### src/hw/rtl/sit_pkg.sv
// Shared types and constants for the SACK interval table.
package sit_pkg;

    // Field widths
    localparam int SEQ_W     = 32;
    localparam int TOTAL_W   = 33;
    localparam int ENTRY_W   = 2 * SEQ_W;
    localparam int S_TDATA_W = 64;
    localparam int M_TDATA_W = 136;

    // Operation codes carried on the input tuser
    typedef enum logic [1:0] {
        FN_INSERT  = 2'd0,
        FN_DISCARD = 2'd1,
        FN_QUERY   = 2'd2,
        FN_PEEK    = 2'd3
    } func_t;

    // Sequencer states
    typedef enum logic [2:0] {
        ST_IDLE,
        ST_RD,
        ST_EVAL,
        ST_POST,
        ST_MV_RD,
        ST_MV_WR,
        ST_WRITE,
        ST_FIN
    } state_t;

    // Result word, first field in the highest bits
    typedef struct packed {
        logic [2:0]         pad;
        logic               overflow;
        logic               empty_res;
        logic [TOTAL_W-1:0] total_bytes;
        logic [SEQ_W-1:0]   removed_bytes;
        logic [SEQ_W-1:0]   front_length;
        logic [SEQ_W-1:0]   front_seq;
        logic               front_valid;
        logic               found;
    } result_t;

endpackage

### src/hw/rtl/sack_interval_table_unit.sv
// Top level of the SACK interval table: sorted block store and its sequencer.
//
// Holds up to MAX_BLOCKS disjoint, non-touching byte ranges in ascending
// order in one RAM and serves one request at a time: insert (union merge),
// discard below a cumulative ack, query of a range, and peek at the front.
// Except for a zero-length insert, every request walks the stored blocks
// through the RAM's single read port, and entries that must move (opening
// a slot or closing a gap) are each read, then written back. The input is
// not ready until the current request has finished; the finished result
// sits in an output register, so the next request is taken while a result
// still waits. No clearing pass follows reset: only the first block_count
// entries are ever read.
module sack_interval_table_unit
    import sit_pkg::*;
#(
    parameter int MAX_BLOCKS = 16
) (
    input  logic                 clk,
    input  logic                 rst_n,
    input  logic                 s_axis_tvalid,
    output logic                 s_axis_tready,
    input  logic [S_TDATA_W-1:0] s_axis_tdata,  // seq[31:0], length[63:32]
    input  logic [1:0]           s_axis_tuser,  // func[1:0]
    output logic                 m_axis_tvalid,
    input  logic                 m_axis_tready,
    // found[0], front_valid[1], front_seq[33:2], front_length[65:34],
    // removed_bytes[97:66], total_bytes[130:98], empty_res[131],
    // overflow[132], zero pad[135:133]
    output logic [M_TDATA_W-1:0] m_axis_tdata
);

    localparam int IDX_W = $clog2(MAX_BLOCKS);
    localparam int CNT_W = $clog2(MAX_BLOCKS + 1);

    // Control state
    state_t             state_reg, state_next;
    logic [CNT_W-1:0]   cnt_reg, cnt_next;
    logic [TOTAL_W-1:0] total_reg, total_next;
    logic               out_valid_reg, out_valid_next;

    // Request and working registers
    func_t              func_reg, func_next;
    logic [SEQ_W-1:0]   seq_reg, seq_next;
    logic [TOTAL_W-1:0] e_reg, e_next;
    logic [CNT_W-1:0]   ptr_reg, ptr_next;
    logic [CNT_W-1:0]   ins_i_reg, ins_i_next;
    logic [CNT_W-1:0]   ins_k_reg, ins_k_next;
    logic [SEQ_W-1:0]   first_reg, first_next;
    logic [TOTAL_W-1:0] last_reg, last_next;
    logic [TOTAL_W-1:0] acc_reg, acc_next;
    logic               hit_reg, hit_next;
    logic               ovf_reg, ovf_next;
    logic [CNT_W-1:0]   mv_src_reg, mv_src_next;
    logic [CNT_W-1:0]   mv_last_reg, mv_last_next;
    logic [CNT_W-1:0]   mv_delta_reg, mv_delta_next;
    logic               mv_up_reg, mv_up_next;
    result_t            result_reg, result_next;

    // RAM port
    logic               ram_we;
    logic [IDX_W-1:0]   ram_waddr;
    logic [ENTRY_W-1:0] ram_wdata;
    logic [IDX_W-1:0]   ram_raddr;
    logic [ENTRY_W-1:0] ram_rdata;

    // Decoded read entry
    logic [SEQ_W-1:0]   rd_start;
    logic [SEQ_W-1:0]   rd_len;
    logic [TOTAL_W-1:0] rd_end;
    logic [TOTAL_W-1:0] ack_ext;
    logic [TOTAL_W-1:0] seq_ext;

    // Insert decision terms
    logic [SEQ_W-1:0]   ins_ns;
    logic [TOTAL_W-1:0] ins_ne;
    logic [TOTAL_W-1:0] ins_span;
    logic [CNT_W-1:0]   ins_j;
    logic [CNT_W-1:0]   mv_dst;

    sit_ram #(
        .WIDTH (ENTRY_W),
        .DEPTH (MAX_BLOCKS)
    ) u_sit_ram (
        .clk   (clk),
        .we    (ram_we),
        .waddr (ram_waddr),
        .wdata (ram_wdata),
        .raddr (ram_raddr),
        .rdata (ram_rdata)
    );

    assign rd_start = ram_rdata[ENTRY_W-1:SEQ_W];
    assign rd_len   = ram_rdata[SEQ_W-1:0];
    assign rd_end   = {1'b0, rd_start} + {1'b0, rd_len};
    assign seq_ext  = {1'b0, seq_reg};
    assign ack_ext  = seq_ext;

    // Merged range for insert
    always_comb
    begin
        ins_ns = seq_reg;
        ins_ne = e_reg;
        if (ins_k_reg != '0)
        begin
            if (first_reg < seq_reg)
            begin
                ins_ns = first_reg;
            end
            if (last_reg > e_reg)
            begin
                ins_ne = last_reg;
            end
        end
    end

    assign ins_span = ins_ne - {1'b0, ins_ns};
    assign ins_j    = ins_i_reg + ins_k_reg;
    assign mv_dst   = mv_up_reg ? (mv_src_reg + CNT_W'(1)) : (mv_src_reg - mv_delta_reg);

    assign s_axis_tready = (state_reg == ST_IDLE);
    assign m_axis_tvalid = out_valid_reg;
    assign m_axis_tdata  = result_reg;

    // Sequencer: next state and datapath
    always_comb
    begin
        state_next     = state_reg;
        cnt_next       = cnt_reg;
        total_next     = total_reg;
        out_valid_next = out_valid_reg;
        func_next      = func_reg;
        seq_next       = seq_reg;
        e_next         = e_reg;
        ptr_next       = ptr_reg;
        ins_i_next     = ins_i_reg;
        ins_k_next     = ins_k_reg;
        first_next     = first_reg;
        last_next      = last_reg;
        acc_next       = acc_reg;
        hit_next       = hit_reg;
        ovf_next       = ovf_reg;
        mv_src_next    = mv_src_reg;
        mv_last_next   = mv_last_reg;
        mv_delta_next  = mv_delta_reg;
        mv_up_next     = mv_up_reg;
        result_next    = result_reg;
        ram_we         = 1'b0;
        ram_waddr      = ptr_reg[IDX_W-1:0];
        ram_wdata      = ram_rdata;
        ram_raddr      = (state_reg == ST_MV_RD) ? mv_src_reg[IDX_W-1:0]
                                                 : ptr_reg[IDX_W-1:0];

        // Drop the result once taken
        if (out_valid_reg && m_axis_tready)
        begin
            out_valid_next = 1'b0;
        end

        case (state_reg)
            ST_IDLE:
            begin
                if (s_axis_tvalid)
                begin
                    func_next  = func_t'(s_axis_tuser);
                    seq_next   = s_axis_tdata[SEQ_W-1:0];
                    e_next     = {1'b0, s_axis_tdata[SEQ_W-1:0]}
                               + {1'b0, s_axis_tdata[2*SEQ_W-1:SEQ_W]};
                    ptr_next   = '0;
                    ins_i_next = '0;
                    ins_k_next = '0;
                    acc_next   = '0;
                    hit_next   = 1'b0;
                    ovf_next   = 1'b0;
                    if ((func_t'(s_axis_tuser) == FN_INSERT) &&
                        (s_axis_tdata[2*SEQ_W-1:SEQ_W] == '0))
                    begin
                        state_next = ST_FIN;
                    end
                    else
                    begin
                        state_next = ST_RD;
                    end
                end
            end

            // Issue the read of the next block, or end the walk
            ST_RD:
            begin
                if (ptr_reg == cnt_reg)
                begin
                    state_next = ST_POST;
                end
                else
                begin
                    state_next = ST_EVAL;
                end
            end

            // Judge one block against the request
            ST_EVAL:
            begin
                case (func_reg)
                    FN_INSERT:
                    begin
                        if (rd_end < seq_ext)
                        begin
                            ins_i_next = ins_i_reg + CNT_W'(1);
                            ptr_next   = ptr_reg + CNT_W'(1);
                            state_next = ST_RD;
                        end
                        else if ({1'b0, rd_start} <= e_reg)
                        begin
                            if (ins_k_reg == '0)
                            begin
                                first_next = rd_start;
                            end
                            last_next  = rd_end;
                            ins_k_next = ins_k_reg + CNT_W'(1);
                            acc_next   = acc_reg + {1'b0, rd_len};
                            ptr_next   = ptr_reg + CNT_W'(1);
                            state_next = ST_RD;
                        end
                        else
                        begin
                            state_next = ST_POST;
                        end
                    end
                    FN_DISCARD:
                    begin
                        if (rd_end <= ack_ext)
                        begin
                            acc_next   = acc_reg + {1'b0, rd_len};
                            ptr_next   = ptr_reg + CNT_W'(1);
                            state_next = ST_RD;
                        end
                        else
                        begin
                            // Trim the block that straddles the ack in place
                            if (rd_start < seq_reg)
                            begin
                                acc_next  = acc_reg + {1'b0, seq_reg - rd_start};
                                ram_we    = 1'b1;
                                ram_waddr = ptr_reg[IDX_W-1:0];
                                ram_wdata = {seq_reg, SEQ_W'(rd_end - ack_ext)};
                            end
                            state_next = ST_POST;
                        end
                    end
                    FN_QUERY:
                    begin
                        if ((rd_start <= seq_reg) && (e_reg <= rd_end))
                        begin
                            hit_next = 1'b1;
                        end
                        ptr_next   = ptr_reg + CNT_W'(1);
                        state_next = ST_RD;
                    end
                    default:
                    begin
                        first_next = rd_start;
                        acc_next   = {1'b0, rd_len};
                        state_next = ST_POST;
                    end
                endcase
            end

            // Decide on table changes once the walk is over
            ST_POST:
            begin
                case (func_reg)
                    FN_INSERT:
                    begin
                        if (ins_span[TOTAL_W-1] ||
                            ((ins_k_reg == '0) && (cnt_reg == CNT_W'(MAX_BLOCKS))))
                        begin
                            ovf_next   = 1'b1;
                            state_next = ST_FIN;
                        end
                        else
                        begin
                            first_next = ins_ns;
                            last_next  = ins_span;
                            cnt_next   = cnt_reg - ins_k_reg + CNT_W'(1);
                            state_next = ST_WRITE;
                            if ((ins_k_reg == '0) && (ins_i_reg < cnt_reg))
                            begin
                                // Open a slot: shift upward from the top
                                mv_up_next   = 1'b1;
                                mv_src_next  = cnt_reg - CNT_W'(1);
                                mv_last_next = ins_i_reg;
                                state_next   = ST_MV_RD;
                            end
                            else if ((ins_k_reg > CNT_W'(1)) && (ins_j < cnt_reg))
                            begin
                                // Close the gap left by merged blocks
                                mv_up_next    = 1'b0;
                                mv_src_next   = ins_j;
                                mv_last_next  = cnt_reg - CNT_W'(1);
                                mv_delta_next = ins_k_reg - CNT_W'(1);
                                state_next    = ST_MV_RD;
                            end
                        end
                    end
                    FN_DISCARD:
                    begin
                        cnt_next   = cnt_reg - ptr_reg;
                        total_next = total_reg - acc_reg;
                        state_next = ST_FIN;
                        if ((ptr_reg != '0) && (ptr_reg < cnt_reg))
                        begin
                            mv_up_next    = 1'b0;
                            mv_src_next   = ptr_reg;
                            mv_last_next  = cnt_reg - CNT_W'(1);
                            mv_delta_next = ptr_reg;
                            state_next    = ST_MV_RD;
                        end
                    end
                    default:
                    begin
                        state_next = ST_FIN;
                    end
                endcase
            end

            ST_MV_RD:
            begin
                state_next = ST_MV_WR;
            end

            // Move one entry, then advance the source
            ST_MV_WR:
            begin
                ram_we    = 1'b1;
                ram_waddr = mv_dst[IDX_W-1:0];
                ram_wdata = ram_rdata;
                if (mv_src_reg == mv_last_reg)
                begin
                    state_next = (func_reg == FN_INSERT) ? ST_WRITE : ST_FIN;
                end
                else
                begin
                    mv_src_next = mv_up_reg ? (mv_src_reg - CNT_W'(1))
                                            : (mv_src_reg + CNT_W'(1));
                    state_next  = ST_MV_RD;
                end
            end

            // Store the merged block
            ST_WRITE:
            begin
                ram_we     = 1'b1;
                ram_waddr  = ins_i_reg[IDX_W-1:0];
                ram_wdata  = {first_reg, last_reg[SEQ_W-1:0]};
                total_next = total_reg - acc_reg + last_reg;
                state_next = ST_FIN;
            end

            // Hand over the result when the output register is free
            ST_FIN:
            begin
                if (!out_valid_reg || m_axis_tready)
                begin
                    result_next.pad           = '0;
                    result_next.found         = (func_reg == FN_QUERY) && hit_reg;
                    result_next.front_valid   = (func_reg == FN_PEEK) && (cnt_reg != '0);
                    result_next.front_seq     = '0;
                    result_next.front_length  = '0;
                    if ((func_reg == FN_PEEK) && (cnt_reg != '0))
                    begin
                        result_next.front_seq    = first_reg;
                        result_next.front_length = acc_reg[SEQ_W-1:0];
                    end
                    result_next.removed_bytes = (func_reg == FN_DISCARD) ?
                                                acc_reg[SEQ_W-1:0] : '0;
                    result_next.total_bytes   = total_reg;
                    result_next.empty_res     = (cnt_reg == '0);
                    result_next.overflow      = ovf_reg;
                    out_valid_next            = 1'b1;
                    state_next                = ST_IDLE;
                end
            end

            default:
            begin
                state_next = ST_IDLE;
            end
        endcase
    end

    // Control registers
    always_ff @(posedge clk or negedge rst_n)
    begin
        if (!rst_n)
        begin
            state_reg     <= ST_IDLE;
            cnt_reg       <= '0;
            total_reg     <= '0;
            out_valid_reg <= 1'b0;
        end
        else
        begin
            state_reg     <= state_next;
            cnt_reg       <= cnt_next;
            total_reg     <= total_next;
            out_valid_reg <= out_valid_next;
        end
    end

    // Payload and working registers
    always_ff @(posedge clk)
    begin
        func_reg     <= func_next;
        seq_reg      <= seq_next;
        e_reg        <= e_next;
        ptr_reg      <= ptr_next;
        ins_i_reg    <= ins_i_next;
        ins_k_reg    <= ins_k_next;
        first_reg    <= first_next;
        last_reg     <= last_next;
        acc_reg      <= acc_next;
        hit_reg      <= hit_next;
        ovf_reg      <= ovf_next;
        mv_src_reg   <= mv_src_next;
        mv_last_reg  <= mv_last_next;
        mv_delta_reg <= mv_delta_next;
        mv_up_reg    <= mv_up_next;
        result_reg   <= result_next;
    end

endmodule

### src/hw/rtl/sit_ram.sv
// Generic single-write, single-read RAM with registered read data.
module sit_ram #(
    parameter int WIDTH = 64,
    parameter int DEPTH = 16
) (
    input  logic                     clk,
    input  logic                     we,
    input  logic [$clog2(DEPTH)-1:0] waddr,
    input  logic [WIDTH-1:0]         wdata,
    input  logic [$clog2(DEPTH)-1:0] raddr,
    output logic [WIDTH-1:0]         rdata
);

    logic [WIDTH-1:0] mem [DEPTH];

    // Write one word, read one word
    always_ff @(posedge clk)
    begin
        if (we)
        begin
            mem[waddr] <= wdata;
        end
        rdata <= mem[raddr];
    end

endmodule

### config.mk
export PLATFORM = sky130hd
export DESIGN_NAME = sack_interval_table_unit
export DESIGN_NICKNAME = d
export VERILOG_FILES = /design/src/hw/rtl/sit_pkg.sv /design/src/hw/rtl/sack_interval_table_unit.sv /design/src/hw/rtl/sit_ram.sv
export SDC_FILE = /design/constraint.sdc
export NUM_CORES = 2
export LEC_CHECK = 0
export ABC_CLOCK_PERIOD_IN_PS = 10600
export BUFFER_PORTS_ARGS = -buffer_cell sky130_fd_sc_hd__buf_2
export CAP_MARGIN = 30
export CORE_MARGIN = 5
export CORE_UTILIZATION = 60
export DETAILED_ROUTE_END_ITERATION = 8
export PLACE_DENSITY = 0.74
export REMOVE_ABC_BUFFERS = 1
export SLEW_MARGIN = 20
export SYNTH_ARGS = -nofsm -noshare
export SYNTH_HDL_FRONTEND = slang
export SYNTH_SLANG_ARGS = --single-unit
### constraint.sdc
create_clock -name clk -period 10.6 [get_ports clk]
set_input_delay 1.06 -clock clk [delete_from_list [all_inputs] [get_ports clk]]
set_output_delay 1.06 -clock clk [all_outputs]
set_load 0.02 [all_outputs]
# After elaboration in Yosys (flattened, before gate mapping)
# Memories as Yosys holds them, arrays and structs flattened. A register that Yosys moved wholly into a read port is not among the register bits.
# Cells that the tools add are included.
[classes]
n_reduce_logical = 45
mux = 102
n_lt_le_gt_ge = 12
n_eq_ne = 44
addsub = 21
[ops]
columns = ["cell", "n"]
rows = [
  ["$mux 33", 13],
  ["$mux 32", 7],
  ["$pmux 33 s2", 3],
  ["$mux 64", 3],
  ["$pmux 32 s2", 2],
  ["$pmux 64 s2", 1],
  ["$mux 5", 20],
  ["$pmux 33 s3", 1],
  ["$pmux 5 s2", 7],
  ["$add 32x32->33", 2],
  ["$add 33x32->33", 2],
  ["$lt 32x32->1", 2],
  ["$sub 32x32->32", 2],
  ["$ne 2x2->1 const B", 19],
  ["$add 33x33->33", 1],
  ["$gt 33x33->1", 1],
  ["$le 32x33->1", 1],
  ["$le 33x32->1", 1],
  ["$le 33x33->1", 1],
  ["$lt 33x32->1", 1],
  ["$sub 33x32->33", 1],
  ["$sub 33x33->33", 1],
  ["$le 32x32->1", 1],
  ["$logic_not 32->1", 1],
  ["other kinds (42)", 130],
]
[totals]
word_cells = 252
ram_bits = 1024
regBits = 372
mem_count = 1
[mem_list]
columns = ["memory", "depth", "width", "rd", "rd_ports_with_merged_regs", "write_ports", "line_no", "text"]
rows = [
  ["u_sit_ram.mem", 16, 64, 1, 1, 1, "sit_ram.sv:14", "logic [WIDTH-1:0] mem [DEPTH];"],
]

# Longest topological paths before layout
[depth]
depth_word = 8
mapped_depth = 25

# Modules after synthesis
# From an unflattened synthesis, not the netlist that was laid out.
[unflattened]
hier_cells = 5521
area_unflattened_um2 = 74659.1
[by_module_without_submodules]
columns = ["module", "seq_area_each_um2", "cells_per_inst", "area_per_inst_um2", "instances"]
rows = [
  ["sit_ram", 32030.7, 1647, 39583.0, 1],
  ["sack_interval_table_unit", 10960.5, 3874, 35076.1, 1],
]

# Least setup slack after synthesis
# No wires, ideal clock.
[synth_timing]
path_kind = "register to register"
start = "register u_sit_ram.rdata[0] (read register of u_sit_ram.mem)"
end = "memory u_sit_ram.mem[12][0], enable pin"
synth_period_minus_slack_ps = 8073
required_time_ps = 10114
stages_incl_launch_ff = 23
arrival_time_ps = 7587
setup_slack_ps = 2527
path_cell_list = "dfxtp_1 > ha_1 > fa_1 > a211oi_1 > o21a_1 > o211a_1 > o21ai_4 > a311oi_4 > o21bai_1 > a31o_2 > a21oi_1 > xor2_1 > inv_1 > ha_1 > nand3_1 > or3_1 > a31oi_1 > a21o_1 > o21ai_4 > o31a_1 > buf_6 > a21o_1 > nor2_1"
[synth_via]
elab_chain_len = 7
[synth_lines]
columns = ["item", "line_no", "text"]
rows = [
  ["start, declared", "sit_ram.sv:11", "output logic [WIDTH-1:0] rdata"],
  ["$add 32x32->33", "sack_interval_table_unit.sv:94", "assign rd_end = {1'b0, rd_start} + {1'b0, rd_len};"],
  ["$le 33x32->1", "sack_interval_table_unit.sv:230", "if (rd_end <= ack_ext)"],
  ["$mux 1", "sack_interval_table_unit.sv:230", ""],
  ["$mux 1", "sack_interval_table_unit.sv:202", "case (func_reg)"],
  ["$pmux 1 s2", "sack_interval_table_unit.sv:159", "case (state_reg)"],
  ["$mux 1", "sit_ram.sv:19", "if (we)"],
  ["$mux 1 (implied by the code)", "sit_ram.sv:21", "mem[waddr] <= wdata;"],
  ["end, declared", "sit_ram.sv:14", ""],
]
# No other way between the ends.

# Worst setup path after layout
[layout_timing]
start = "register u_sit_ram.rdata[32] (read register of u_sit_ram.mem)"
end = "memory u_sit_ram.mem[10][57], enable pin"
[layout_via]
elab_chain_len = 7
[layout_lines]
columns = ["item", "line_no"]
rows = [
  ["$add 32x32->33 or $lt 32x32->1 (tied branches)", "sack_interval_table_unit.sv:94, sack_interval_table_unit.sv:239"],
  ["$le 33x32->1 or $mux 1 (tied branches)", "sack_interval_table_unit.sv:230, sack_interval_table_unit.sv:239"],
  ["$mux 1 (*)", "sack_interval_table_unit.sv:230"],
  ["$mux 1 (*)", "sack_interval_table_unit.sv:202"],
  ["$pmux 1 s2 (*)", "sack_interval_table_unit.sv:159"],
  ["$mux 1 (*)", "sit_ram.sv:19"],
  ["$mux 1 (implied by the code) (*)", "sit_ram.sv:21"],
]
# Mark *: on every way between the ends. The rest lies on a longest branch, timed or not.

==> summary.md <==
| Metric | Value |
|---|---|
| GR Util met2 | `0.524` |
| Critical path endpoint | `u_sit_ram.mem[10][57]` |
| Initial DRC Count | `7253` |
| Boundary Pins | `208` |
| Final ANT Viol Nets | `0` |
| WL final | `237000 um` |
| Total gr overflow | `0` |
| Hold-fix buffers at CTS | `0` |
| Setup CP Type | `reg -> reg` |
| Routing usage on met1 | `0.482` |
| Residual DRC | `0` |
| CTS max path bufs | `3` |
| Cts repair resizes | `0` |
| Slew Limit Headroom | `0.151` |
| Yosys Warn Count | `0` |
| RSZ-0062 raised after global routing | `no` |
| Die W | `367 um` |
| Worst Setup End Kind | `flip-flop` |
| Post-DP HPWL | `165000 um` |
| Post-synth EDFFs | `1354` |
| Final nets | `7364` |
| CP max stage delay | `800 ps` |
| Final core utilization | `0.665` |
| Placed inst area | `79300 um2` |
| Largest register FFs | `1024` |
| CP top delay family | `compound AO/OA/AOI/OAI gates` |
| R2R Setup Slk | `2510 ps` |
| H-Tree Depth | `4` |
| Vias in the first global route | `54400` |
| Hold WS | `386 ps` |
| Worst hold-check path type | `in -> async` |
| Routed vias | `56500` |
| Arrival @ worst endpoint | `8490 ps` |
| Root Buffer | `clkbuf_16` |
| RePlAce Congestion | `1.03` |
| Yosys cell types | `101` |
| Routed WL per cell | `27.5 um` |
| Gr busiest metal | `met2` |
| Worst reg2reg path startpoint | `u_sit_ram.rdata[32]` |
| Initial antenna violation count | `14` |
| Avg Synthesized Cell Area | `11.4 um2` |
| Syn Inst Count | `6686` |
| Largest register by flop count | `u_sit_ram.mem` |
| Final Slew Violations | `0` |
| CP required | `11000 ps` |
| Async SR Flop Fraction | `0.0288` |
| CP Depth | `22` |
| Pin count of the biggest net entering global routing | `221` |
| Top_reg_cell synth | `edfxtp_1` |
| Placed Cells | `8323` |
| Syn-to-layout area delta | `10.5%` |
| Row count | `131` |
| Seq cells post-synth | `1460` |
| CP max stage cell | `nor2_4` |
| Clock Skew | `57.3 ps` |
| Startpoint types | `flip-flop` |
| Post-CTS Setup Repair Bufs | `0` |
| Die Y | `367 um` |
| Buffers & Inverters on Critical Path | `2` |
| First-pass GRT wire length | `345000 um` |
| # setup viols final | `0` |
| Clk sink count | `1460` |
| Initial core utilization | `0.601` |
| Synth Cell Area | `76400 um2` |
| Clock buffer count from CTS | `153` |
| DIE AREA | `135000 um2` |
| Core Region | `127000 um2` |
| Fin area | `84400 um2` |
| Clock transition at path regs | `70 ps` |
| Worst-margin pin slew | `1270 ps` |
| Reg2reg end | `u_sit_ram.mem[10][57]` |
| CTS tree | `yes` |
| Sequential area share after synthesis | `0.563` |
| FF-to-FF path depth | `22` |
| Clock period minus worst slack | `8090 ps` |
| Final hold viol count | `0` |
| Max-Cap Viols | `0` |
| Drt first pass iters | `9` |
| Number of port buffers | `204` |
| Highest Clock Rate | `124 MHz` |
| Critical Path Fanout Max | `42` |
| Via density | `6.56` |
| Fin cells | `8613` |
| Layout cells sized above 1 | `0.0898` |
| Fin crit share | `0.763` |
| Total track usage | `0.342` |
| Status | `completed` |
| M3 GR Usage | `0.0734` |
| CP Launch Point | `u_sit_ram.rdata[32]` |
| Worst-Skew Late Latency | `800 ps` |
| Critical path, cell by cell | `ha_1 > fa_1 > a211oi_1 > o21a_1 > o211a_1 > o21ai_4 > a311oi_4 > o21bai_1 > a31o_2 > a21oi_1 > xor2_1 > inv_1 > ha_1 > nand3_1 > or3_1 > a31oi_1 > a21o_1 > o21ai_4 > o31a_2 > a21o_1 > nor2_4 > buf_4` |
-- cell usage after synthesis, drive strengths merged (171+ instances only) --
| cell | instances | area share |
|---|---|---|
| clkbuf | 282 | 0.014 |
| nor2 | 285 | 0.014 |
| and2 | 346 | 0.028 |
| o21ai | 278 | 0.019 |
| a31oi | 171 | 0.014 |
| nand2 | 833 | 0.041 |
| a211oi | 363 | 0.036 |
| ha | 460 | 0.075 |
| inv | 306 | 0.015 |
| edfxtp | 1354 | 0.53 |
| a21oi | 458 | 0.030 |
| xnor2 | 183 | 0.021 |
-- cell usage in the layout (no fill, tap or decap), drive strengths merged, types with 35 or more instances in the layout --
| cell | count |
|---|---|
| nand4 | 48 |
| ha | 460 |
| nor2 | 285 |
| nand2b | 43 |
| dfrtp | 42 |
| a222oi | 51 |
| inv | 312 |
| and2 | 346 |
| xor2 | 91 |
| nor3 | 57 |
| nor2b | 38 |
| o21a | 55 |
| mux2i | 57 |
| a21oi | 458 |
| a21o | 152 |
| clkinv | 59 |
| xnor2 | 183 |
| a311oi | 132 |
| clkbuf | 199 |
| nand2 | 833 |
| o21bai | 35 |
| dfxtp | 64 |
| a31oi | 171 |
| buf | 301 |
| edfxtp | 1354 |
| a211oi | 363 |
| o21ai | 278 |
| nand3 | 69 |
-- worst register-to-register path, delay by kind of cell (launching register included) --
| family | cells | cell delay (ps) |
|---|---|---|
| compound gates | 13 | 3710 |
| buf+inv | 2 | 940 |
| fa+ha+maj | 3 | 1020 |
| simple gates | 3 | 1350 |
| flops | 1 | 370 |
| xor+xnor | 1 | 280 |
-- routing by layer --
layer  share of wire  vias up
met3            0.11      477
met2            0.44     3012
li1                -    25500
met5         0.00023        -
met4           0.045        6
met1            0.40    27500
-- cell families (layout without fill, tap and decap cells) --
family                     count (synthesis)  after routing  synth area share
and+or+nand+nor                         1842           1842             0.114
DFF                                     1460           1460             0.563
other                                      1              5         0.0000491
muxes                                     67             67           0.00894
buffers and inverters                    634            895            0.0325
adders and majority gates                473            473            0.0787
AOI/OAI and AO/OA                       1935           1935             0.172
xor gates and xnor gates                 274            274            0.0314
-- layout make-up --
type                       count  area [um2]
sequential                  1460       43000
clock inverter                85         988
clock buffer                 198        4050
antenna                        2        5.00
tap                         1662        2080
timing repair buffer         303        1960
fill                        9510       42600
inverter                     309        1160
multi-input combinational   4594       31200
-- per-stage QoR --
stage / TNS, ps / setup WS, ps
2_1_floorplan: -684810 / -10700
3_3_place_gp: 0 / 2760
3_5_place_dp: 0 / 2600
4_1_cts: 0 / 2530
5_1_grt: 0 / 2230
6_report: 0 / 2510
-- how the worst min path moves through the flow --
| stage | start | slack, ps | cells after the start | endpoint |
|---|---|---|---|---|
| 5_1_grt | rst_n | 400 | 2 | total_reg[0] |
| 3_3_place_gp | total_reg[32] | 450 | 0 | m_axis_tdata[130] |
| 2_1_floorplan | ovf_reg | 400 | 0 | m_axis_tdata[132] |
| 4_1_cts | rst_n | 360 | 2 | total_reg[2] |
| 3_5_place_dp | ovf_reg | 450 | 0 | m_axis_tdata[132] |
| 6_report | rst_n | 390 | 2 | total_reg[0] |
Power is not shown: default switching activity piles up to over one toggle a cycle in this logic, so the estimate is an artifact.
